**config.mk**
```make
export PLATFORM = sky130hd
export DESIGN_NAME = eased_value_ramp
export DESIGN_NICKNAME = d
export VERILOG_FILES = /design/src/rtl/evr_pkg.sv /design/src/rtl/evr_ease_unit.sv /design/src/rtl/eased_value_ramp.sv
export VERILOG_INCLUDE_DIRS = /design/src /design/src/rtl
export SDC_FILE = /design/constraint.sdc
export NUM_CORES = 2
export LEC_CHECK = 0
export ABC_AREA = 1
export BUFFER_PORTS_ARGS = -buffer_cell sky130_fd_sc_hd__buf_4
export CAP_MARGIN = 0
export CORE_ASPECT_RATIO = 1.2
export CORE_UTILIZATION = 55
export DETAILED_ROUTE_END_ITERATION = 8
export GPL_TIMING_DRIVEN = 1
export PLACE_DENSITY = 0.81
export SYNTH_ARGS = -nofsm -noshare
export SYNTH_HDL_FRONTEND = slang
export SYNTH_HIERARCHICAL = 1
export SYNTH_SLANG_ARGS = --single-unit
```
**constraint.sdc**
```tcl
create_clock -name clk -period 19.05 [get_ports clk]
set_clock_uncertainty 0.2 [all_clocks]
set_input_delay 0.9525 -clock clk [delete_from_list [all_inputs] [get_ports clk]]
set_output_delay 0.9525 -clock clk [all_outputs]
set_load 0.005 [all_outputs]
```
**src/rtl/eased_value_ramp_assert.svh**
```systemverilog
// assertion macros for the eased value ramp
`ifndef EASED_VALUE_RAMP_ASSERT_SVH
`define EASED_VALUE_RAMP_ASSERT_SVH

`ifndef ASSERT_OFF

// checked on every edge once reset is released
`define EVR_ASSERT(label, prop, msg) \
  label: assert property (@(posedge clk) disable iff (!rst_n) prop) else $error(msg);

// checked on every edge, reset included
`define EVR_ASSERT_ALWAYS(label, prop, msg) \
  label: assert property (@(posedge clk) prop) else $error(msg);

`else

`define EVR_ASSERT(label, prop, msg)
`define EVR_ASSERT_ALWAYS(label, prop, msg)

`endif

`endif

```
**src/rtl/evr_pkg.sv**
```systemverilog
package evr_pkg;

  localparam int VALUE_W  = 32;
  localparam int TIME_W   = 24;
  localparam int ALPHA_W  = 16;
  localparam int EASE_W   = 16;
  localparam int MAG_W    = VALUE_W + 1;
  localparam int HI_W     = MAG_W - ALPHA_W;
  localparam int MUL_A_W  = (HI_W > 2 * ALPHA_W) ? HI_W : 2 * ALPHA_W;
  localparam int MUL_B_W  = ALPHA_W + 2;
  localparam int PROD_W   = MUL_A_W + MUL_B_W;
  localparam int CNT_W    = $clog2(ALPHA_W);

  // 3.0 in q2.16, the constant term of 3a^2 - 2a^3 after factoring a^2
  localparam logic [MUL_B_W-1:0] POLY_K = MUL_B_W'(3 * (2 ** ALPHA_W));
  localparam logic [CNT_W-1:0] DIV_LAST = CNT_W'(ALPHA_W - 1);

  typedef enum logic [0:0] {
    CMD_SET  = 1'b0,
    CMD_TICK = 1'b1
  } evr_cmd_t;

  typedef struct packed {
    evr_cmd_t                    command;
    logic signed [VALUE_W-1:0]   target_value;
    logic        [TIME_W-1:0]    blend_time;
    logic        [TIME_W-1:0]    delta_time;
  } evr_in_t;

  typedef struct packed {
    logic signed [VALUE_W-1:0]   current_value;
    logic                        blending;
  } evr_out_t;

  typedef struct packed {
    logic                        go;
    logic signed [VALUE_W-1:0]   start_point;
    logic signed [VALUE_W-1:0]   goal_value;
    logic        [TIME_W-1:0]    elapsed;
    logic        [TIME_W-1:0]    duration;
  } evr_calc_req_t;

  typedef struct packed {
    logic                        done;
    logic signed [VALUE_W-1:0]   value;
  } evr_calc_rsp_t;

  typedef enum logic [1:0] {
    ST_IDLE,
    ST_CALC,
    ST_OUT
  } evr_state_t;

  typedef enum logic [2:0] {
    U_IDLE,
    U_DIV,
    U_SQ,
    U_POLY,
    U_HI,
    U_LO,
    U_ADD,
    U_DONE
  } evr_ustate_t;

endpackage

```
**src/rtl/evr_ease_unit.sv**
```systemverilog
module evr_ease_unit (
  input  logic                   clk,
  input  logic                   rst_n,
  input  evr_pkg::evr_calc_req_t req,
  output evr_pkg::evr_calc_rsp_t rsp
);

  evr_pkg::evr_ustate_t ustate_r, ustate_nxt;
  logic [evr_pkg::TIME_W-1:0]  rem_r, rem_nxt;
  logic [evr_pkg::ALPHA_W-1:0] quo_r, quo_nxt;
  logic [evr_pkg::CNT_W-1:0]   cnt_r, cnt_nxt;
  logic                        neg_r, neg_nxt;
  logic [evr_pkg::MAG_W-1:0]   mag_r, mag_nxt;
  logic [evr_pkg::PROD_W-1:0]  prod_r, prod_nxt;
  logic [evr_pkg::MAG_W-1:0]   hi_r, hi_nxt;
  logic [evr_pkg::EASE_W-1:0]  ease_r, ease_nxt;
  logic [evr_pkg::MAG_W-1:0]   off_r, off_nxt;

  logic [evr_pkg::MAG_W-1:0]   start_x;
  logic [evr_pkg::MAG_W-1:0]   goal_x;
  logic [evr_pkg::MAG_W-1:0]   diff_fw;
  logic [evr_pkg::MAG_W-1:0]   diff_bw;
  logic [evr_pkg::TIME_W:0]    shifted;
  logic                        ge;
  logic [evr_pkg::MUL_A_W-1:0] mul_a;
  logic [evr_pkg::MUL_B_W-1:0] mul_b;
  logic [evr_pkg::PROD_W-1:0]  product;
  logic [evr_pkg::EASE_W-1:0]  ease_w;
  logic [evr_pkg::MAG_W-1:0]   result_x;

  assign start_x = {req.start_point[evr_pkg::VALUE_W-1], req.start_point};
  assign goal_x  = {req.goal_value[evr_pkg::VALUE_W-1], req.goal_value};
  assign diff_fw = goal_x - start_x;
  assign diff_bw = start_x - goal_x;

  // restoring division, one quotient bit a cycle
  assign shifted = {rem_r, 1'b0};
  assign ge      = (shifted >= {1'b0, req.duration});

  assign ease_w  = prod_r[2 * evr_pkg::ALPHA_W +: evr_pkg::EASE_W];
  assign product = mul_a * mul_b;

  always_comb begin
    mul_a = '0;
    mul_b = '0;
    unique case (ustate_r)
      evr_pkg::U_SQ: begin
        mul_a = evr_pkg::MUL_A_W'(quo_r);
        mul_b = evr_pkg::MUL_B_W'(quo_r);
      end
      evr_pkg::U_POLY: begin
        mul_a = evr_pkg::MUL_A_W'(prod_r[2 * evr_pkg::ALPHA_W - 1:0]);
        mul_b = evr_pkg::POLY_K - {1'b0, quo_r, 1'b0};
      end
      evr_pkg::U_HI: begin
        mul_a = evr_pkg::MUL_A_W'(mag_r[evr_pkg::MAG_W-1:evr_pkg::ALPHA_W]);
        mul_b = evr_pkg::MUL_B_W'(ease_w);
      end
      evr_pkg::U_LO: begin
        mul_a = evr_pkg::MUL_A_W'(mag_r[evr_pkg::ALPHA_W-1:0]);
        mul_b = evr_pkg::MUL_B_W'(ease_r);
      end
      default: begin
        mul_a = '0;
        mul_b = '0;
      end
    endcase
  end

  assign result_x = neg_r ? (start_x - off_r) : (start_x + off_r);

  always_comb begin
    ustate_nxt = ustate_r;
    rem_nxt    = rem_r;
    quo_nxt    = quo_r;
    cnt_nxt    = cnt_r;
    neg_nxt    = neg_r;
    mag_nxt    = mag_r;
    prod_nxt   = prod_r;
    hi_nxt     = hi_r;
    ease_nxt   = ease_r;
    off_nxt    = off_r;
    rsp.done   = 1'b0;
    rsp.value  = result_x[evr_pkg::VALUE_W-1:0];
    unique case (ustate_r)
      evr_pkg::U_IDLE: begin
        if (req.go) begin
          rem_nxt    = req.elapsed;
          quo_nxt    = '0;
          cnt_nxt    = '0;
          neg_nxt    = diff_fw[evr_pkg::MAG_W-1];
          mag_nxt    = diff_fw[evr_pkg::MAG_W-1] ? diff_bw : diff_fw;
          ustate_nxt = evr_pkg::U_DIV;
        end
      end
      evr_pkg::U_DIV: begin
        rem_nxt = ge ? evr_pkg::TIME_W'(shifted - {1'b0, req.duration})
                     : shifted[evr_pkg::TIME_W-1:0];
        quo_nxt = {quo_r[evr_pkg::ALPHA_W-2:0], ge};
        cnt_nxt = cnt_r + evr_pkg::CNT_W'(1);
        if (cnt_r == evr_pkg::DIV_LAST) begin
          ustate_nxt = evr_pkg::U_SQ;
        end
      end
      evr_pkg::U_SQ: begin
        prod_nxt   = product;
        ustate_nxt = evr_pkg::U_POLY;
      end
      evr_pkg::U_POLY: begin
        prod_nxt   = product;
        ustate_nxt = evr_pkg::U_HI;
      end
      evr_pkg::U_HI: begin
        ease_nxt   = ease_w;
        prod_nxt   = product;
        ustate_nxt = evr_pkg::U_LO;
      end
      evr_pkg::U_LO: begin
        hi_nxt     = prod_r[evr_pkg::MAG_W-1:0];
        prod_nxt   = product;
        ustate_nxt = evr_pkg::U_ADD;
      end
      evr_pkg::U_ADD: begin
        off_nxt    = hi_r + evr_pkg::MAG_W'(prod_r[evr_pkg::ALPHA_W +: evr_pkg::ALPHA_W]);
        ustate_nxt = evr_pkg::U_DONE;
      end
      evr_pkg::U_DONE: begin
        rsp.done   = 1'b1;
        ustate_nxt = evr_pkg::U_IDLE;
      end
      default: begin
        ustate_nxt = evr_pkg::U_IDLE;
      end
    endcase
  end

  always_ff @(posedge clk) begin
    if (!rst_n) begin
      ustate_r <= evr_pkg::U_IDLE;
      cnt_r    <= '0;
    end else begin
      ustate_r <= ustate_nxt;
      cnt_r    <= cnt_nxt;
    end
    rem_r  <= rem_nxt;
    quo_r  <= quo_nxt;
    neg_r  <= neg_nxt;
    mag_r  <= mag_nxt;
    prod_r <= prod_nxt;
    hi_r   <= hi_nxt;
    ease_r <= ease_nxt;
    off_r  <= off_nxt;
  end

endmodule

```
**src/rtl/eased_value_ramp.sv**
```systemverilog
// channel  direction  payload                     handshake
// in_      input      evr_in_t  (set / tick)      in_valid, in_stall
// out_     output     evr_out_t (value, blending) out_valid, out_stall
//
// set, or tick without a blend step: result goes through ST_OUT into the output register
// blending tick: result goes through ST_CALC, then ST_OUT into the output register: 1 start,
//   16 alpha divider steps, 4 multiplier passes, 1 add, 1 done, 1 output load
// in_stall is high from accept until the result is loaded into the output register
// reset (rst_n low, synchronous) clears the ramp state to zero and empties the output
// out_stall holds the output register; one more beat is still taken meanwhile
`include "eased_value_ramp_assert.svh"

module eased_value_ramp (
  input  logic             clk,
  input  logic             rst_n,
  input  logic             in_valid,
  output logic             in_stall,
  input  evr_pkg::evr_in_t in_data,
  output logic             out_valid,
  input  logic             out_stall,
  output evr_pkg::evr_out_t out_data
);

  evr_pkg::evr_state_t state_r, state_nxt;
  logic signed [evr_pkg::VALUE_W-1:0] present_r, present_nxt;
  logic signed [evr_pkg::VALUE_W-1:0] start_r, start_nxt;
  logic signed [evr_pkg::VALUE_W-1:0] goal_r, goal_nxt;
  logic [evr_pkg::TIME_W-1:0]         dur_r, dur_nxt;
  logic [evr_pkg::TIME_W-1:0]         elapsed_r, elapsed_nxt;
  logic                               out_valid_r, out_valid_nxt;
  evr_pkg::evr_out_t                  out_data_r, out_data_nxt;

  logic                               in_acc;
  logic                               set_acc;
  logic [evr_pkg::TIME_W:0]           tick_sum;
  evr_pkg::evr_calc_req_t             calc_req;
  evr_pkg::evr_calc_rsp_t             calc_rsp;

  assign in_stall  = (state_r != evr_pkg::ST_IDLE);
  assign in_acc    = in_valid && !in_stall;
  assign set_acc   = in_acc && (in_data.command == evr_pkg::CMD_SET);
  assign out_valid = out_valid_r;
  assign out_data  = out_data_r;

  assign tick_sum = {1'b0, elapsed_r} + {1'b0, in_data.delta_time};

  assign calc_req.go          = (state_r == evr_pkg::ST_CALC);
  assign calc_req.start_point = start_r;
  assign calc_req.goal_value  = goal_r;
  assign calc_req.elapsed     = elapsed_r;
  assign calc_req.duration    = dur_r;

  evr_ease_unit u_ease (
    .clk   (clk),
    .rst_n (rst_n),
    .req   (calc_req),
    .rsp   (calc_rsp)
  );

  always_comb begin
    state_nxt     = state_r;
    present_nxt   = present_r;
    start_nxt     = start_r;
    goal_nxt      = goal_r;
    dur_nxt       = dur_r;
    elapsed_nxt   = elapsed_r;
    out_valid_nxt = out_valid_r && out_stall;
    out_data_nxt  = out_data_r;
    unique case (state_r)
      evr_pkg::ST_IDLE: begin
        if (in_acc) begin
          state_nxt = evr_pkg::ST_OUT;
          if (in_data.command == evr_pkg::CMD_SET) begin
            start_nxt   = present_r;
            goal_nxt    = in_data.target_value;
            dur_nxt     = in_data.blend_time;
            elapsed_nxt = '0;
            if (in_data.blend_time == '0) begin
              present_nxt = in_data.target_value;
            end
          end else if (dur_r == '0) begin
            present_nxt = goal_r;
          end else if (tick_sum >= {1'b0, dur_r}) begin
            // blend finished: snap to goal
            present_nxt = goal_r;
            dur_nxt     = '0;
            elapsed_nxt = '0;
          end else begin
            elapsed_nxt = tick_sum[evr_pkg::TIME_W-1:0];
            state_nxt   = evr_pkg::ST_CALC;
          end
        end
      end
      evr_pkg::ST_CALC: begin
        if (calc_rsp.done) begin
          present_nxt = calc_rsp.value;
          state_nxt   = evr_pkg::ST_OUT;
        end
      end
      evr_pkg::ST_OUT: begin
        if (!out_valid_r || !out_stall) begin
          out_valid_nxt              = 1'b1;
          out_data_nxt.current_value = present_r;
          out_data_nxt.blending      = (dur_r != '0);
          state_nxt                  = evr_pkg::ST_IDLE;
        end
      end
      default: begin
        state_nxt = evr_pkg::ST_IDLE;
      end
    endcase
  end

  always_ff @(posedge clk) begin
    if (!rst_n) begin
      state_r     <= evr_pkg::ST_IDLE;
      out_valid_r <= 1'b0;
      present_r   <= '0;
      start_r     <= '0;
      goal_r      <= '0;
      dur_r       <= '0;
      elapsed_r   <= '0;
    end else begin
      state_r     <= state_nxt;
      out_valid_r <= out_valid_nxt;
      present_r   <= present_nxt;
      start_r     <= start_nxt;
      goal_r      <= goal_nxt;
      dur_r       <= dur_nxt;
      elapsed_r   <= elapsed_nxt;
    end
    out_data_r <= out_data_nxt;
  end

  `EVR_ASSERT(a_elapsed_below_dur, (dur_r != '0) |-> (elapsed_r < dur_r), "elapsed past duration")
  `EVR_ASSERT(a_idle_elapsed_zero, (dur_r == '0) |-> (elapsed_r == '0), "elapsed without blend")
  `EVR_ASSERT_ALWAYS(a_done_in_calc, calc_rsp.done |-> (state_r == evr_pkg::ST_CALC), "stray done")
  `EVR_ASSERT(a_set_goes_out, set_acc |=> (state_r == evr_pkg::ST_OUT), "set beat not sent out")

endmodule
```
==> results.toml <==
[sta]
worstMarginPinSlew_ps = 1222
rsz0062_at_grt = "no"
min_period_over_period = 0.4676
timing.setup.tns_ps = 0
setup_violations = 0
fmax_mhz = 112.3
maxSlewViolCount = 0
hold_violations = 0
finalCriticalPeriod_ps = 8909
relSlewSlack = 0.1824

[floorplanning]
initial_core_util = 0.5584
die-area_um2 = 84870
core_area_um2 = 82450
fp.dieW_um = 266.1
ioPinCount = 120
placementRows = 115
die_y_um = 318.9

[yosys]
async_reset_ff_frac = 0
synth_edf_count = 235
netlist_area_um2 = 46040
ys_warn_count = 6
syn_inst = 6116
synth-main-ff-cell = "edfxtp_1"
synth_seq_cells = 389
syn_area_per_cell_um2 = 7.528
ys_types = 71
yosysSeqAreaShare = 0.2202

[clock_network]
cts_buffers = 42
cts_setup_buffers = 0
hold_buffers = 0
clk_latency_ps = 600
cts_root_buf = "clkbuf_16"
clock_path_buffers = 3
htree_levels = 2
cts.sinks = 389
clk_pin_slew_worst_paths_ps = 70
cts_tree = "built"
cts-resized-gates = 0

[power]
pwr-share-clk = 0.303
ir_drop_mv = 0.07624
p_int_mw = 1.734
p_seq_frac = 0.367
power_switching_share = 0.3754
design_power_total_mw = 2.776
combinationalPowerShare = 0.330
p_switching_mw = 1.042
p_leak_nw = 23.77
power_per_cell_area_nw_per_um2 = 56.56

[global_routing]
grt_max_degree = 88
grt_usage = 0.3393
antenna_found_initial = 1
grt_pass1_wl_um = 222800
grt_pass1_vias = 41260
grt.overflow.total = 0

[detailed_routing]
vias_per_cell = 5.658
ant_nets = 0
wire_per_inst_um = 19.74
drt_iter0_drc = 3974
drtPass1Iterations = 6
num_vias = 41240
routed_wl_um = 143900
route.detailed.drc = 0

[place]
placement.io_buffers = 119
place.gp.congestion = 1.043
hpwl_um = 116000

[hold_path]
hold_start = "present_r[2]$_SDFFE_PN0P_"
hold_class = "reg2reg"

[critical_path]
path_max_fanout = 40
cp-end-kind = "register"
worst_setup_path_start_kind = "register"
rrSetupSlack_ps = 10140
crit_path_max_incr_delay_ps = 890
crit_family = "adder cells"
crit_required_ps = 19190
reg2reg_from = "u_ease/ustate_r[1]$_SDFFE_PN0P_"
path_buf_inv = 10
endpoint = "u_ease/prod_r[34]$_DFFE_PN_"
timing.rr.end = "u_ease/prod_r[34]$_DFFE_PN_"
critical_path_class = "reg2reg"
cp.arrival_ps = 9050
cp_common_cell = "inv_1"
slowest_stage = "clkinv_2"
crit_path_start = "u_ease/ustate_r[1]$_SDFFE_PN0P_"
r2r.worst_path.cells = 28
path_depth = 28

[finish]
n_fill_cell = 7552
layout-drive-gt1-share = 0.05811
multiInputGateArea_um2 = 30640
final-seq-area_um2 = 10140
area_growth_pct = 6.598
antennaDiodeCount = 0
nets = 7016

[outcome]
outcome = "finished, final reports clean"

[run]
drv_cap = 0
## layout make-up
| cell class | count | share of cell area |
|---|---|---|
| Tap cell | 1111 | 0.02832 |
| Clock buffer | 50 | 0.02266 |
| Timing Repair Buffer | 152 | 0.02325 |
| Multi-Input combinational cell | 4393 | 0.6243 |
| Clock inverter | 28 | 0.005507 |
| Inverter | 1166 | 0.08931 |
| Sequential cell | 389 | 0.2066 |
## cells in the final DEF, fill, tap and decap left out, drive strengths merged, types with 3 or more instances in the layout
master | synthesis | final
a21boi | 11 | 11
a21o | 15 | 15
a21oi | 413 | 413
a221oi | 15 | 15
a22o | 7 | 7
a31oi | 14 | 14
and2 | 3 | 3
buf | 109 | 152
bufinv | 0 | 3
clkbuf | 73 | 50
clkinv | 5 | 23
clkinvlp | 0 | 3
conb | 1 | 15
dfxtp | 154 | 154
edfxtp | 235 | 235
fa | 485 | 485
ha | 302 | 302
inv | 1161 | 1165
mux2i | 26 | 26
nand2 | 1552 | 1552
nand3 | 244 | 244
nand3b | 22 | 22
nand4 | 84 | 84
nor2 | 611 | 611
nor3 | 44 | 44
nor4 | 19 | 19
o2111ai | 3 | 3
o211ai | 5 | 5
o21a | 9 | 9
o21ai | 254 | 254
o21bai | 23 | 23
o31ai | 4 | 4
or2 | 11 | 11
xnor2 | 57 | 57
xor2 | 129 | 129
## power by group through the flow
stage,Combinational (mW),Clock (mW),Sequential (mW)
2_1_floorplan,0.659,0,1.02
3_3_place_gp,0.879,0,1.03
3_5_place_dp,0.886,0,1.04
4_1_cts,0.897,0.847,1.02
5_1_grt,1.02,0.871,1.02
6_report,0.916,0.841,1.02
## cells by family (layout without fill, tap and decap cells)
family                     Yosys count  after routing  synth area share
AOI/OAI and AO/OA                  783            783           0.09702
xor gates and xnor gates           186            186           0.03538
adders and majority gates          787            787            0.2930
buffers and inverters             1348           1396            0.1163
DFF                                389            389            0.2202
muxes                               26             26          0.005653
other                                1             15        0.00008145
and+or+nand+nor                   2596           2596            0.2324
## Yosys cell counts, types with 7 or more instances
cell type | count | area, um2
nand2_1 | 1529 | 5739
inv_1 | 1126 | 4227
nor2_1 | 591 | 2218
fa_1 | 485 | 9709
a21oi_1 | 407 | 2037
ha_1 | 302 | 3779
nand3_1 | 240 | 1201
edfxtp_1 | 235 | 7057
o21ai_0 | 226 | 1131
dfxtp_1 | 154 | 3083
xor2_1 | 129 | 1130
nand4_1 | 83 | 519.3
clkbuf_1 | 65 | 244.0
buf_2 | 63 | 315.3
xnor2_1 | 57 | 499.2
nor3_1 | 42 | 210.2
inv_2 | 33 | 123.9
mux2i_1 | 26 | 260.3
buf_4 | 25 | 187.7
o21bai_1 | 23 | 172.7
nand3b_1 | 22 | 165.2
nand2_2 | 20 | 125.1
nor4_1 | 19 | 118.9
o21ai_1 | 16 | 80.08
a21o_1 | 15 | 112.6
a31oi_1 | 14 | 87.58
buf_6 | 14 | 157.7
nor2_2 | 13 | 81.33
or2_2 | 10 | 62.56
a21boi_0 | 9 | 67.56
a221oi_2 | 9 | 135.1
o21a_1 | 9 | 67.56
o21ai_2 | 9 | 78.83
clkbuf_2 | 8 | 40.04
a22o_1 | 7 | 61.31
buf_1 | 7 | 26.28
nor2_4 | 7 | 78.83
## worst reg2reg max path: cells and delay by family, from the launching register on
family | cells | cell delay (ps)
buffers and inverters | 10 | 1830
AND/OR/NAND/NOR | 6 | 690
adder cells (fa/ha/maj) | 8 | 4120
AO/OA/AOI/OAI | 4 | 1410
flip-flops | 1 | 430
## worst min-delay path by stage
stage                                 end  slack, ps  depth (start not counted)
finish              out_data[3]$_DFFE_PP_        240                          0
global route        out_data[3]$_DFFE_PP_        250                          0
CTS                 out_data[3]$_DFFE_PP_        240                          0
global placement    out_data[3]$_DFFE_PP_        220                          0
detailed placement  out_data[3]$_DFFE_PP_        220                          0
floorplan           out_data[1]$_DFFE_PP_        210                          0
## state kept, by name (all words and copies together), names as in the netlist
register / cells
u_ease/hi_r: 32
u_ease/neg_r: 1
u_ease/ease_r: 16
start_r: 32
u_ease/rem_r: 24
u_ease/prod_r: 48
elapsed_r: 24
out_valid: 1
present_r: 32
state_r: 2
dur_r: 24
u_ease/quo_r: 16
goal_r: 32
u_ease/cnt_r: 4
u_ease/ustate_r: 3
u_ease/mag_r: 33
out_data: 33
u_ease/off_r: 32
## stage by stage
step | instance area, um2 | hold slack (ps) | cells | utilization | setup WS, ps
2_1_floorplan | 46090 | 208.2 | 6130 | - | 11520
3_3_place_gp | 47700 | 216.3 | 7211 | 0.5785 | 10450
3_5_place_dp | 47700 | 223.3 | 7211 | 0.5785 | 10310
4_1_cts | 49080 | 239.6 | 7289 | 0.5953 | 10310
5_1_grt | 49080 | 247.3 | 7289 | 0.5953 | 9849
6_report | 49080 | 242.2 | 7289 | 0.5953 | 10140
## metal layers
metal | track usage | part of all wire | up-vias
met3 | 0.04934 | 0.075 | 521
met4 | 0.2157 | 0.075 | 0
met5 | 0 | 0 | -
li1 | - | - | 19110
met2 | 0.5735 | 0.47 | 1874
met1 | 0.4038 | 0.38 | 19740
Note: power is estimated with default switching activity, not from simulation.
